==> config.mk <==
export PLATFORM = sky130hd
export DESIGN_NAME = script_text_tokenizer
export DESIGN_NICKNAME = d
export VERILOG_FILES = /design/src/rtl/stt_pkg.sv /design/src/rtl/stt_decode.sv /design/src/rtl/stt_emit.sv /design/src/rtl/script_text_tokenizer.sv
export SDC_FILE = /design/constraint.sdc
export NUM_CORES = 1
export LEC_CHECK = 0
export ABC_AREA = 1
export BUFFER_PORTS_ARGS = -buffer_cell sky130_fd_sc_hd__buf_2
export CORE_MARGIN = 2
export CORE_UTILIZATION = 35
export DETAILED_ROUTE_END_ITERATION = 6
export MAX_ROUTING_LAYER = met4
export PLACE_DENSITY_LB_ADDON = 0.2
export SLEW_MARGIN = 20
export SYNTH_ARGS = -nofsm -noshare
export SYNTH_HDL_FRONTEND = slang
export SYNTH_HIERARCHICAL = 1
export SYNTH_SLANG_ARGS = --single-unit
==> constraint.sdc <==
create_clock -name clk -period 2.7 [get_ports clk]
set_clock_uncertainty 0.1 [all_clocks]
set_input_delay 0.135 -clock clk [delete_from_list [all_inputs] [get_ports clk]]
set_output_delay 0.135 -clock clk [all_outputs]
set_load 0.02 [all_outputs]
==> src/rtl/stt_pkg.sv <==
package stt_pkg;

	typedef enum logic [1:0] {
		MODE_IDLE = 2'd0,
		MODE_WORD = 2'd1,
		MODE_STR  = 2'd2,
		MODE_CMT  = 2'd3
	} mode_t;

	typedef enum logic [1:0] {
		KIND_WORD  = 2'd0,
		KIND_STR   = 2'd1,
		KIND_PUNCT = 2'd2
	} kind_t;

	localparam logic [7:0] CH_NUL    = 8'h00;
	localparam logic [7:0] CH_NL     = 8'h0a;
	localparam logic [7:0] CH_SPACE  = 8'h20;
	localparam logic [7:0] CH_SLASH  = 8'h2f;
	localparam logic [7:0] CH_DQUOTE = 8'h22;
	localparam logic [7:0] CH_LBRACE = 8'h7b;
	localparam logic [7:0] CH_RBRACE = 8'h7d;
	localparam logic [7:0] CH_LPAREN = 8'h28;
	localparam logic [7:0] CH_RPAREN = 8'h29;
	localparam logic [7:0] CH_SQUOTE = 8'h27;
	localparam logic [7:0] CH_COLON  = 8'h3a;

	localparam int RUN_MAX = 3;

	typedef struct packed {
		logic [7:0] ch;
		kind_t      kind;
		logic       has;
		logic       st;
		logic       cl;
	} result_t;

	typedef struct packed {
		logic [1:0]                 cnt;
		result_t [RUN_MAX-1:0]      res;
	} run_t;

endpackage

==> src/rtl/stt_decode.sv <==
module stt_decode (
	input  logic            clk,
	input  logic            arst_n,
	input  logic            accept,
	input  logic [7:0]      text_byte,
	output stt_pkg::run_t   run
);

	stt_pkg::mode_t mode_q;
	stt_pkg::mode_t mode_nx;
	logic           slash_q;
	logic           slash_nx;
	logic           is_sp;
	logic           is_pu;
	stt_pkg::result_t r_close;
	stt_pkg::result_t r_punct;
	stt_pkg::result_t r_wchar;

	always_comb begin
		is_sp = (text_byte <= stt_pkg::CH_SPACE) || text_byte[7];
		is_pu = text_byte inside {stt_pkg::CH_LBRACE, stt_pkg::CH_RBRACE,
			stt_pkg::CH_LPAREN, stt_pkg::CH_RPAREN, stt_pkg::CH_SQUOTE,
			stt_pkg::CH_COLON};
		r_close = '{ch: stt_pkg::CH_NUL, kind: stt_pkg::KIND_WORD,
			has: 1'b0, st: 1'b0, cl: 1'b1};
		r_punct = '{ch: text_byte, kind: stt_pkg::KIND_PUNCT,
			has: 1'b1, st: 1'b1, cl: 1'b1};
		r_wchar = '{ch: text_byte, kind: stt_pkg::KIND_WORD,
			has: 1'b1, st: 1'b0, cl: 1'b0};

		run      = '0;
		mode_nx  = mode_q;
		slash_nx = 1'b0;

		if (slash_q) begin
			if (text_byte == stt_pkg::CH_SLASH) begin
				mode_nx = stt_pkg::MODE_CMT;
			end else begin
				run.res[0] = '{ch: stt_pkg::CH_SLASH, kind: stt_pkg::KIND_WORD,
					has: 1'b1, st: 1'b1, cl: 1'b0};
				if (is_sp) begin
					run.res[1] = r_close;
					run.cnt    = 2'd2;
					mode_nx    = stt_pkg::MODE_IDLE;
				end else if (is_pu) begin
					run.res[1] = r_close;
					run.res[2] = r_punct;
					run.cnt    = 2'd3;
					mode_nx    = stt_pkg::MODE_IDLE;
				end else begin
					run.res[1] = r_wchar;
					run.cnt    = 2'd2;
					mode_nx    = stt_pkg::MODE_WORD;
				end
			end
		end else begin
			case (mode_q)
				stt_pkg::MODE_IDLE: begin
					if (is_sp) begin
						run.cnt = 2'd0;
					end else if (text_byte == stt_pkg::CH_SLASH) begin
						slash_nx = 1'b1;
					end else if (text_byte == stt_pkg::CH_DQUOTE) begin
						run.res[0] = '{ch: stt_pkg::CH_NUL, kind: stt_pkg::KIND_STR,
							has: 1'b0, st: 1'b1, cl: 1'b0};
						run.cnt    = 2'd1;
						mode_nx    = stt_pkg::MODE_STR;
					end else if (is_pu) begin
						run.res[0] = r_punct;
						run.cnt    = 2'd1;
					end else begin
						run.res[0]    = r_wchar;
						run.res[0].st = 1'b1;
						run.cnt       = 2'd1;
						mode_nx       = stt_pkg::MODE_WORD;
					end
				end
				stt_pkg::MODE_WORD: begin
					if (is_sp) begin
						run.res[0] = r_close;
						run.cnt    = 2'd1;
						mode_nx    = stt_pkg::MODE_IDLE;
					end else if (is_pu) begin
						run.res[0] = r_close;
						run.res[1] = r_punct;
						run.cnt    = 2'd2;
						mode_nx    = stt_pkg::MODE_IDLE;
					end else begin
						run.res[0] = r_wchar;
						run.cnt    = 2'd1;
					end
				end
				stt_pkg::MODE_STR: begin
					if (text_byte == stt_pkg::CH_DQUOTE || text_byte == stt_pkg::CH_NUL) begin
						run.res[0] = '{ch: stt_pkg::CH_NUL, kind: stt_pkg::KIND_STR,
							has: 1'b0, st: 1'b0, cl: 1'b1};
						run.cnt    = 2'd1;
						mode_nx    = stt_pkg::MODE_IDLE;
					end else begin
						run.res[0] = '{ch: text_byte, kind: stt_pkg::KIND_STR,
							has: 1'b1, st: 1'b0, cl: 1'b0};
						run.cnt    = 2'd1;
					end
				end
				default: begin
					if (text_byte == stt_pkg::CH_NL || text_byte == stt_pkg::CH_NUL) begin
						mode_nx = stt_pkg::MODE_IDLE;
					end
				end
			endcase
		end

		if (text_byte == stt_pkg::CH_NUL) begin
			mode_nx  = stt_pkg::MODE_IDLE;
			slash_nx = 1'b0;
		end
	end

	always_ff @(posedge clk or negedge arst_n) begin
		if (!arst_n) begin
			mode_q  <= stt_pkg::MODE_IDLE;
			slash_q <= 1'b0;
		end else if (accept) begin
			mode_q  <= mode_nx;
			slash_q <= slash_nx;
		end
	end

`ifndef ASSERT_OFF
	a_slash_idle: assert property (@(posedge clk) disable iff (!arst_n)
		slash_q |-> mode_q == stt_pkg::MODE_IDLE)
		else $error("held slash outside idle mode");
	a_three_need_slash: assert property (@(posedge clk) disable iff (!arst_n)
		(accept && run.cnt == 2'd3) |-> slash_q)
		else $error("three-result run without held slash");
	a_nul_resets: assert property (@(posedge clk) disable iff (!arst_n)
		(accept && text_byte == stt_pkg::CH_NUL) |=>
		(mode_q == stt_pkg::MODE_IDLE && !slash_q))
		else $error("end of text did not reset lexer");
`endif

endmodule

==> src/rtl/stt_emit.sv <==
module stt_emit (
	input  logic            clk,
	input  logic            arst_n,
	input  logic            load,
	input  stt_pkg::run_t   run,
	output logic            can_load,
	output logic            token_valid,
	input  logic            token_stall,
	output logic [7:0]      token_char,
	output logic [1:0]      token_kind,
	output logic            has_char,
	output logic            starts_token,
	output logic            closes_token,
	output logic            last_of_run
);

	stt_pkg::result_t [stt_pkg::RUN_MAX-1:0] slot_q;
	logic [1:0] cnt_q;
	logic       take;

	assign token_valid  = (cnt_q != 2'd0);
	assign take         = token_valid && !token_stall;
	assign can_load     = (cnt_q == 2'd0) || (cnt_q == 2'd1 && !token_stall);
	assign token_char   = slot_q[0].ch;
	assign token_kind   = slot_q[0].kind;
	assign has_char     = slot_q[0].has;
	assign starts_token = slot_q[0].st;
	assign closes_token = slot_q[0].cl;
	assign last_of_run  = (cnt_q == 2'd1);

	always_ff @(posedge clk or negedge arst_n) begin
		if (!arst_n) begin
			cnt_q <= 2'd0;
		end else if (load) begin
			cnt_q <= run.cnt;
		end else if (take) begin
			cnt_q <= cnt_q - 2'd1;
		end
	end

	always_ff @(posedge clk) begin
		if (load) begin
			slot_q <= run.res;
		end else if (take) begin
			slot_q[0] <= slot_q[1];
			slot_q[1] <= slot_q[2];
		end
	end

`ifndef ASSERT_OFF
	a_three_slash_first: assert property (@(posedge clk) disable iff (!arst_n)
		cnt_q == 2'd3 |-> (slot_q[0].has && slot_q[0].ch == stt_pkg::CH_SLASH))
		else $error("three-result run not led by slash");
`endif

endmodule

==> src/rtl/script_text_tokenizer.sv <==
// Latency: first result of a byte is presented the cycle after the byte is taken.
// Throughput: one byte per cycle while each byte gives at most one result and
// the receiver takes every result.
// A byte giving several results presents them in order, holding each until it is taken;
// input stalls until its last result is taken.
// Reset (arst_n low) clears lexer mode and held slash and empties the result buffer.
module script_text_tokenizer (
	input  logic        clk,
	input  logic        arst_n,
	input  logic        text_valid,
	output logic        text_stall,
	input  logic [7:0]  text_byte,
	output logic        token_valid,
	input  logic        token_stall,
	output logic [7:0]  token_char,
	output logic [1:0]  token_kind,
	output logic        has_char,
	output logic        starts_token,
	output logic        closes_token,
	output logic        last_of_run
);

	stt_pkg::run_t run;
	logic          can_load;
	logic          accept;

	assign text_stall = !can_load;
	assign accept     = text_valid && can_load;

	stt_decode u_decode (
		.clk       (clk),
		.arst_n    (arst_n),
		.accept    (accept),
		.text_byte (text_byte),
		.run       (run)
	);

	stt_emit u_emit (
		.clk          (clk),
		.arst_n       (arst_n),
		.load         (accept),
		.run          (run),
		.can_load     (can_load),
		.token_valid  (token_valid),
		.token_stall  (token_stall),
		.token_char   (token_char),
		.token_kind   (token_kind),
		.has_char     (has_char),
		.starts_token (starts_token),
		.closes_token (closes_token),
		.last_of_run  (last_of_run)
	);

endmodule

==> flow_summary_export.csv, run 1 <==
group,metric,value,unit
cells_and_area,fillers,838,
setup_path,cp_cell_sequence,"inv_1, ha_1, inv_1, nand2_1, nand2_1, inv_1, buf_4, nand3_1, nor2_1, nand3_1, nand2_1, nand2_1",
detailed_routing,drt_iter0_markers,117,
setup_path,crit_buf_inv,4,
setup_path,worstPathArrival,2.00,ns
global_route,antenna_found_initial,0,
logic_synthesis,async_flop_share,11.4,%
clock_tree,cts_tree,"built",
cells_and_area,area_growth,9.27,%
die,die_h,92.1,um
logic_synthesis,syn-cell-area,2710,um^2
logic_synthesis,synth_most_common_cell,"nand2_1",
global_route,grt_use_total,15.0,%
die,dieWidth,92.1,um
setup_path,critPathKind,"reg2reg",
logic_synthesis,synth_seq_area_share,47.8,%
setup_path,cp_top_family,"buffers and inverters",
place,finalWeightedCongestion,0.957,
place,dp_slack,0.760,ns
place,dp.final_hpwl,4.16,mm
timing,setup_viol,0,
setup_path,slowest_stage,"dfrtp_1",
timing,worst_slack,0.791,ns
die,start_util,35.7,%
pwr,p_total,2.97,mW
clock_tree,post-cts-setup-buffers,0,
cells_and_area,drive_gt1_share,16.6,%
timing,slew_violations,0,
global_route,grt_pass1_vias,2075,
clock_tree,h-tree-depth,2,
die,fp.dieArea,8470,um^2
global_route,grt_overflow,0,
logic_synthesis,synthTopCellsByCount,"144 x nand2_1, 39 x edfxtp_1, 39 x nor2_1",
cells_and_area,design_area,2970,um^2
clock_tree,clockBufferDepth,2,
global_route,grt_max_degree,48,
pwr,ir_drop,315,uV
detailed_routing,wl_per_cell,11.8,um
logic_synthesis,synth_warnings,6,
clock_tree,cts_buffers,5,
timing,fin_tns_setup,0,ns
logic_synthesis,synth_ff_type,"edfxtp_1",
logic_synthesis,synthTopCellsByArea,"edfxtp_1 43%, nand2_1 20%, nor2_1 5.4%, buf_4 5.3%, dfrtp_1 4.6%",
place,post_dp_cell_area,2830,um^2
pwr,power_density,1000,nW/um^2
hold_path,min_path_type,"in2async",
detailed_routing,vias_per_cell,4.46,
clock_tree,clock_latency,0.29,ns
setup_path,critPathRequiredTime,2.79,ns
detailed_routing,vias,2098,
logic_synthesis,synth.top_cell.area_share,43.2,%
detailed_routing,antenna_left,0,
logic_synthesis,syn_avg_cell_area,7.69,um^2
detailed_routing,drt_wl_total,5.55,mm
detailed_routing,dr.pass1.iters,4,
place,io_buffers,27,
logic_synthesis,syn_inst,353,
logic_synthesis,ys_ff_latch,44,
setup_path,critical-path-max-stage-delay,0.41,ns
job,maxCapViolCount,0,
die,io_pins,28,
setup_path,critPathLaunchType,"flip-flop",
global_route,grt_pass1_wl,9.96,mm
outcome,status,"finished, final reports clean",
timing,period_needed,1.91,ns
cells_and_area,antenna_cells,0,
die,num_rows,32,
logic_synthesis,yosysTopAreaCell,"edfxtp_1",
detailed_routing,drc_errors,0,
setup_path,crit_top_cell,"nand2_1",
clock_tree,clkTransAtPathRegs,0.08,ns
clock_tree,numClockSinks,44,
timing,rsz0062_at_grt,"false",
timing,hold_violations,0,
timing,min_period_over_period,70.7,%
clock_tree,ctsHoldBuffers,1,
logic_synthesis,synth_edf_count,39,
timing,holdWs,0.0752,ns
cells_and_area,fin_nets,382,
logic_synthesis,ys_types,26,
clock_tree,cts_resized,0,
die,core_area,7610,um^2
pwr,leakagePower,1.50,nW
timing,fmax,524,MHz
setup_path,end_kind,"flip-flop",
setup_path,crit_fanout,47,
clock_tree,cts_root_buf,"clkbuf_8",
==> cell families (layout without fill, tap and decap cells) <==
family                     Yosys count  count (layout)  synth area share, %
other                                1               4                0.138
adders and majority gates            2               2                0.922
buffers and inverters               64              76                 12.0
AOI/OAI and AO/OA                   17              17                 3.87
and+or+nand+nor                    225             225                 35.3
DFF                                 44              44                 47.8
==> per-layer routing <==
metal	track usage (%)	wire (um)	vias to the layer above	share of wire, %
met5	-	0	-	0
met2	22.7	2480	47	45
met4	4.73	78	0	1.4
met1	21.0	2770	927	50
li1	-	-	1117	-
met3	1.97	226	7	4.1
==> cell usage in the layout (no fill, tap or decap), drive strengths merged, types with 3 or more instances in the layout <==
| cell | instances |
|---|---|
| nand3 | 28 |
| a21oi | 5 |
| clkbuf | 5 |
| dfrtp | 5 |
| buf | 30 |
| edfxtp | 39 |
| inv | 38 |
| nor2 | 44 |
| nand2 | 150 |
| conb | 4 |
| o21ai | 9 |
| nor3 | 3 |
==> state kept, by name (all words and copies together) (netlist names) <==
signal and count:
u_emit/slot_q 26, u_emit/token_char 8, u_decode/mode_q 2, u_emit/cnt_q 2, u_emit/token_kind 2, u_decode/slash_q 1, u_emit/closes_token 1, u_emit/has_char 1
u_emit/starts_token 1
==> power by group <==
group | internal, mW | total [mW] | switching, mW
clock | 0.364 | 0.578 | 0.214
sequential | 1.12 | 1.20 | 0.0831
combinational | 0.354 | 1.19 | 0.837
==> cell type report <==
class                           count  area, um^2  area share, %
Tap cell                          102         128           4.30
Multi-Input combinational cell    248        1100           37.2
Clock buffer                        5        68.8           2.32
Clock inverter                      2        60.1           2.03
Timing Repair Buffer               31         168           5.65
Sequential cell                    44        1300           43.7
Inverter                           38         143           4.81
==> worst register-to-register path: stages, from the launching register on <==
cell	delay [ns]
dfrtp_1	0.41
inv_1	0.07
ha_1	0.13
inv_1	0.05
nand2_1	0.08
nand2_1	0.05
inv_1	0.07
buf_4	0.41
nand3_1	0.13
nor2_1	0.10
nand3_1	0.09
nand2_1	0.07
nand2_1	0.05
==> stage by stage <==
step / std cells / util (%)
final: 470 / 39.0
after global placement: 462 / 37.2
after detailed placement: 462 / 37.2
after CTS: 470 / 39.0
after floorplan: 356 / -
after global routing: 470 / 39.0
==> final timing paths <==
| check | start | to | slack (ns) | depth (start not counted) |
|---|---|---|---|---|
| hold / removal | arst_n | u_decode/mode_q[0] | 0.08 | 2 |
| max in group asynchronous | arst_n | u_decode/slash_q | 2.30 | 2 |
| setup reg to reg | u_emit/cnt_q[0] | u_decode/mode_q[0] | 0.79 | 12 |
| min in group clk | token_stall | u_emit/cnt_q[0] | 0.14 | 5 |
| hold reg to reg | u_emit/slot_q[26] | u_emit/slot_q[13] | 0.41 | 2 |
| setup / recovery | u_emit/cnt_q[0] | u_decode/mode_q[0] | 0.79 | 12 |
Power figures use the tool's default switching activity.
==> run 2, diff against run 1 <==
- clock period: 2.7 -> 1.6 ns (I/O delays scaled with it)
==> flow_summary_export.csv, run 2 (synthesized netlist as in run 1, its figures left out) <==
group,metric,value,unit
cells_and_area,design_area,3480,um^2
timing,hold_violations,0,
timing,min_period_over_period,105,%
setup_path,crit_fanout,13,
timing,worst_slack,-0.0821,ns
setup_path,critPathKind,"reg2reg",
detailed_routing,drt_iter0_markers,112,
die,fp.dieArea,8470,um^2
pwr,ir_drop,475,uV
cells_and_area,drive_gt1_share,30.8,%
clock_tree,cts_root_buf,"clkbuf_8",
clock_tree,numClockSinks,44,
global_route,grt_overflow,0,
detailed_routing,drt_wl_total,6.21,mm
clock_tree,cts_tree,"built",
pwr,p_total,5.58,mW
detailed_routing,dr.pass1.iters,4,
outcome,violations,"setup timing",
global_route,grt_max_degree,42,
cells_and_area,fin_nets,432,
hold_path,min_path_type,"in2async",
global_route,grt_use_total,15.2,%
place,dp.final_hpwl,4.54,mm
global_route,antenna_found_initial,0,
detailed_routing,vias_per_cell,4.49,
clock_tree,cts_buffers,5,
pwr,pwr-share-seq,36.6,%
die,dieWidth,92.1,um
pwr,p_int,3.39,mW
cells_and_area,largest_reg_flops,26,
job,maxCapViolCount,0,
place,io_buffers,27,
pwr,switchingPower,2.19,mW
setup_path,reg2reg_slack,-0.08,ns
pwr,pwr-share-comb,48.6,%
cells_and_area,top_register,"u_emit/slot_q",
outcome,status,"finished, violations left",
detailed_routing,antenna_left,0,
die,die_h,92.1,um
timing,setup_viol,57,
clock_tree,h-tree-depth,2,
pwr,power_density,1600,nW/um^2
die,io_pins,28,
detailed_routing,wl_per_cell,11.9,um
global_route,grt_pass1_wl,10.0,mm
place,post_dp_cell_area,3230,um^2
timing,slew_violations,0,
cells_and_area,final_common_cell,"nand2_1",
detailed_routing,vias,2341,
setup_path,r2r-start,"u_emit/cnt_q[1]",
setup_path,r2r_end,"u_emit/slot_q[13]",
place,dp_slack,-0.164,ns
timing,period_needed,1.68,ns
cells_and_area,fillers,769,
setup_path,r2r_cells,10,
cells_and_area,antenna_cells,0,
timing,holdWs,0.0222,ns
pwr,sw_frac_of_total,39.2,%
place,finalWeightedCongestion,0.866,
pwr,leakagePower,1.77,nW
setup_path,worstPathArrival,1.63,ns
clock_tree,clkTransAtPathRegs,0.07,ns
cells_and_area,area_growth,28.4,%
clock_tree,clock_latency,0.29,ns
pwr,p_clk_share,14.8,%
cells_and_area,final_cell_mix,"138 x nand2_1, 45 x buf_4, 39 x edfxtp_1",
detailed_routing,drc_errors,0,
detailed_routing,highest_layer,"met4",
setup_path,critPathLaunchType,"flip-flop",
timing,fmax,594,MHz
detailed_routing,routed-wl-met3,244,um
die,num_rows,32,
timing,rsz0062_at_grt,"true",
die,start_util,35.7,%
die,core_area,7610,um^2
detailed_routing,drt-met1-wl,3.05,mm
global_route,grt_pass1_vias,2215,
setup_path,end_kind,"flip-flop",
detailed_routing,wl_met2,2.88,mm
clock_tree,clockBufferDepth,2,
setup_path,critPathRequiredTime,1.55,ns
## run 2: changes by cell type in the layout (fill, tap and decap cells not counted), sizes merged
cell,previous run,this run
clkinv,0,1
inv,38,37
bufinv,2,1
nand2,150,152
buf,30,77
clkinvlp,0,1
clkbuf,5,7
## run 2: power groups by stage
stage / Combinational, mW / Clock (mW) / Sequential (mW)
final: 2.71 / 0.825 / 2.04
after global routing: 3.03 / 0.897 / 2.08
after CTS: 2.50 / 0.854 / 2.04
after detailed placement: 2.45 / 0 / 2.06
after global placement: 2.44 / 0 / 2.05
after floorplan: 1.73 / 0 / 2.09
## run 2: cell type report
type,count,area [um^2],area share [%]
multi-input cells,250,1220,34.9
well taps,102,128,3.66
clock buffers,6,72.6,2.08
flip-flops and latches,44,1300,37.2
repair buffers,79,582,16.7
clock inverters,2,35.0,1.01
inverters,38,151,4.35
## run 2: timing repair
action	CTS	global route
pin swaps	4	5
gates resized for setup	6	17
cloned	0	3
buffers inserted	1	0
hold buffers	1	0
endpoints found under the setup margin	57	70
hold endpoints to repair	5	0
## run 2: stage by stage
stage               TNS [ns]  util [%]  instances
floorplan             -14.13         -        356
finish                 -2.66      45.8        521
global placement       -3.52      42.5        508
global route           -7.76      45.8        521
detailed placement     -4.81      42.5        508
CTS                    -2.25      44.3        518
## run 2: worst max-delay path by stage
stage               slack [ns]            start             endpoint
global route             -0.20  u_emit/cnt_q[1]   u_decode/mode_q[0]
global placement         -0.14     text_byte[0]      u_emit/cnt_q[0]
CTS                      -0.07  u_emit/cnt_q[1]      u_emit/cnt_q[0]
detailed placement       -0.16     text_byte[0]      u_emit/cnt_q[0]
floorplan                -0.29  u_emit/cnt_q[0]  u_emit/closes_token
finish                   -0.08  u_emit/cnt_q[1]    u_emit/slot_q[13]
## run 2: critical path, cell delays in order, from the launching register on
cell and delay (ns):
dfrtp_1 0.40, inv_2 0.11, ha_4 0.16, nand2_4 0.05, nand2_4 0.07, nand2_4 0.05
clkinvlp_4 0.12, inv_4 0.10, clkbuf_16 0.18, nand2_1 0.06, nand2_1 0.04
## run 2: layer usage
layer	vias to the layer above	track usage, %
met5	-	-
met4	0	4.60
met3	5	2.30
met2	62	24.5
met1	1046	19.8
li1	1228	-
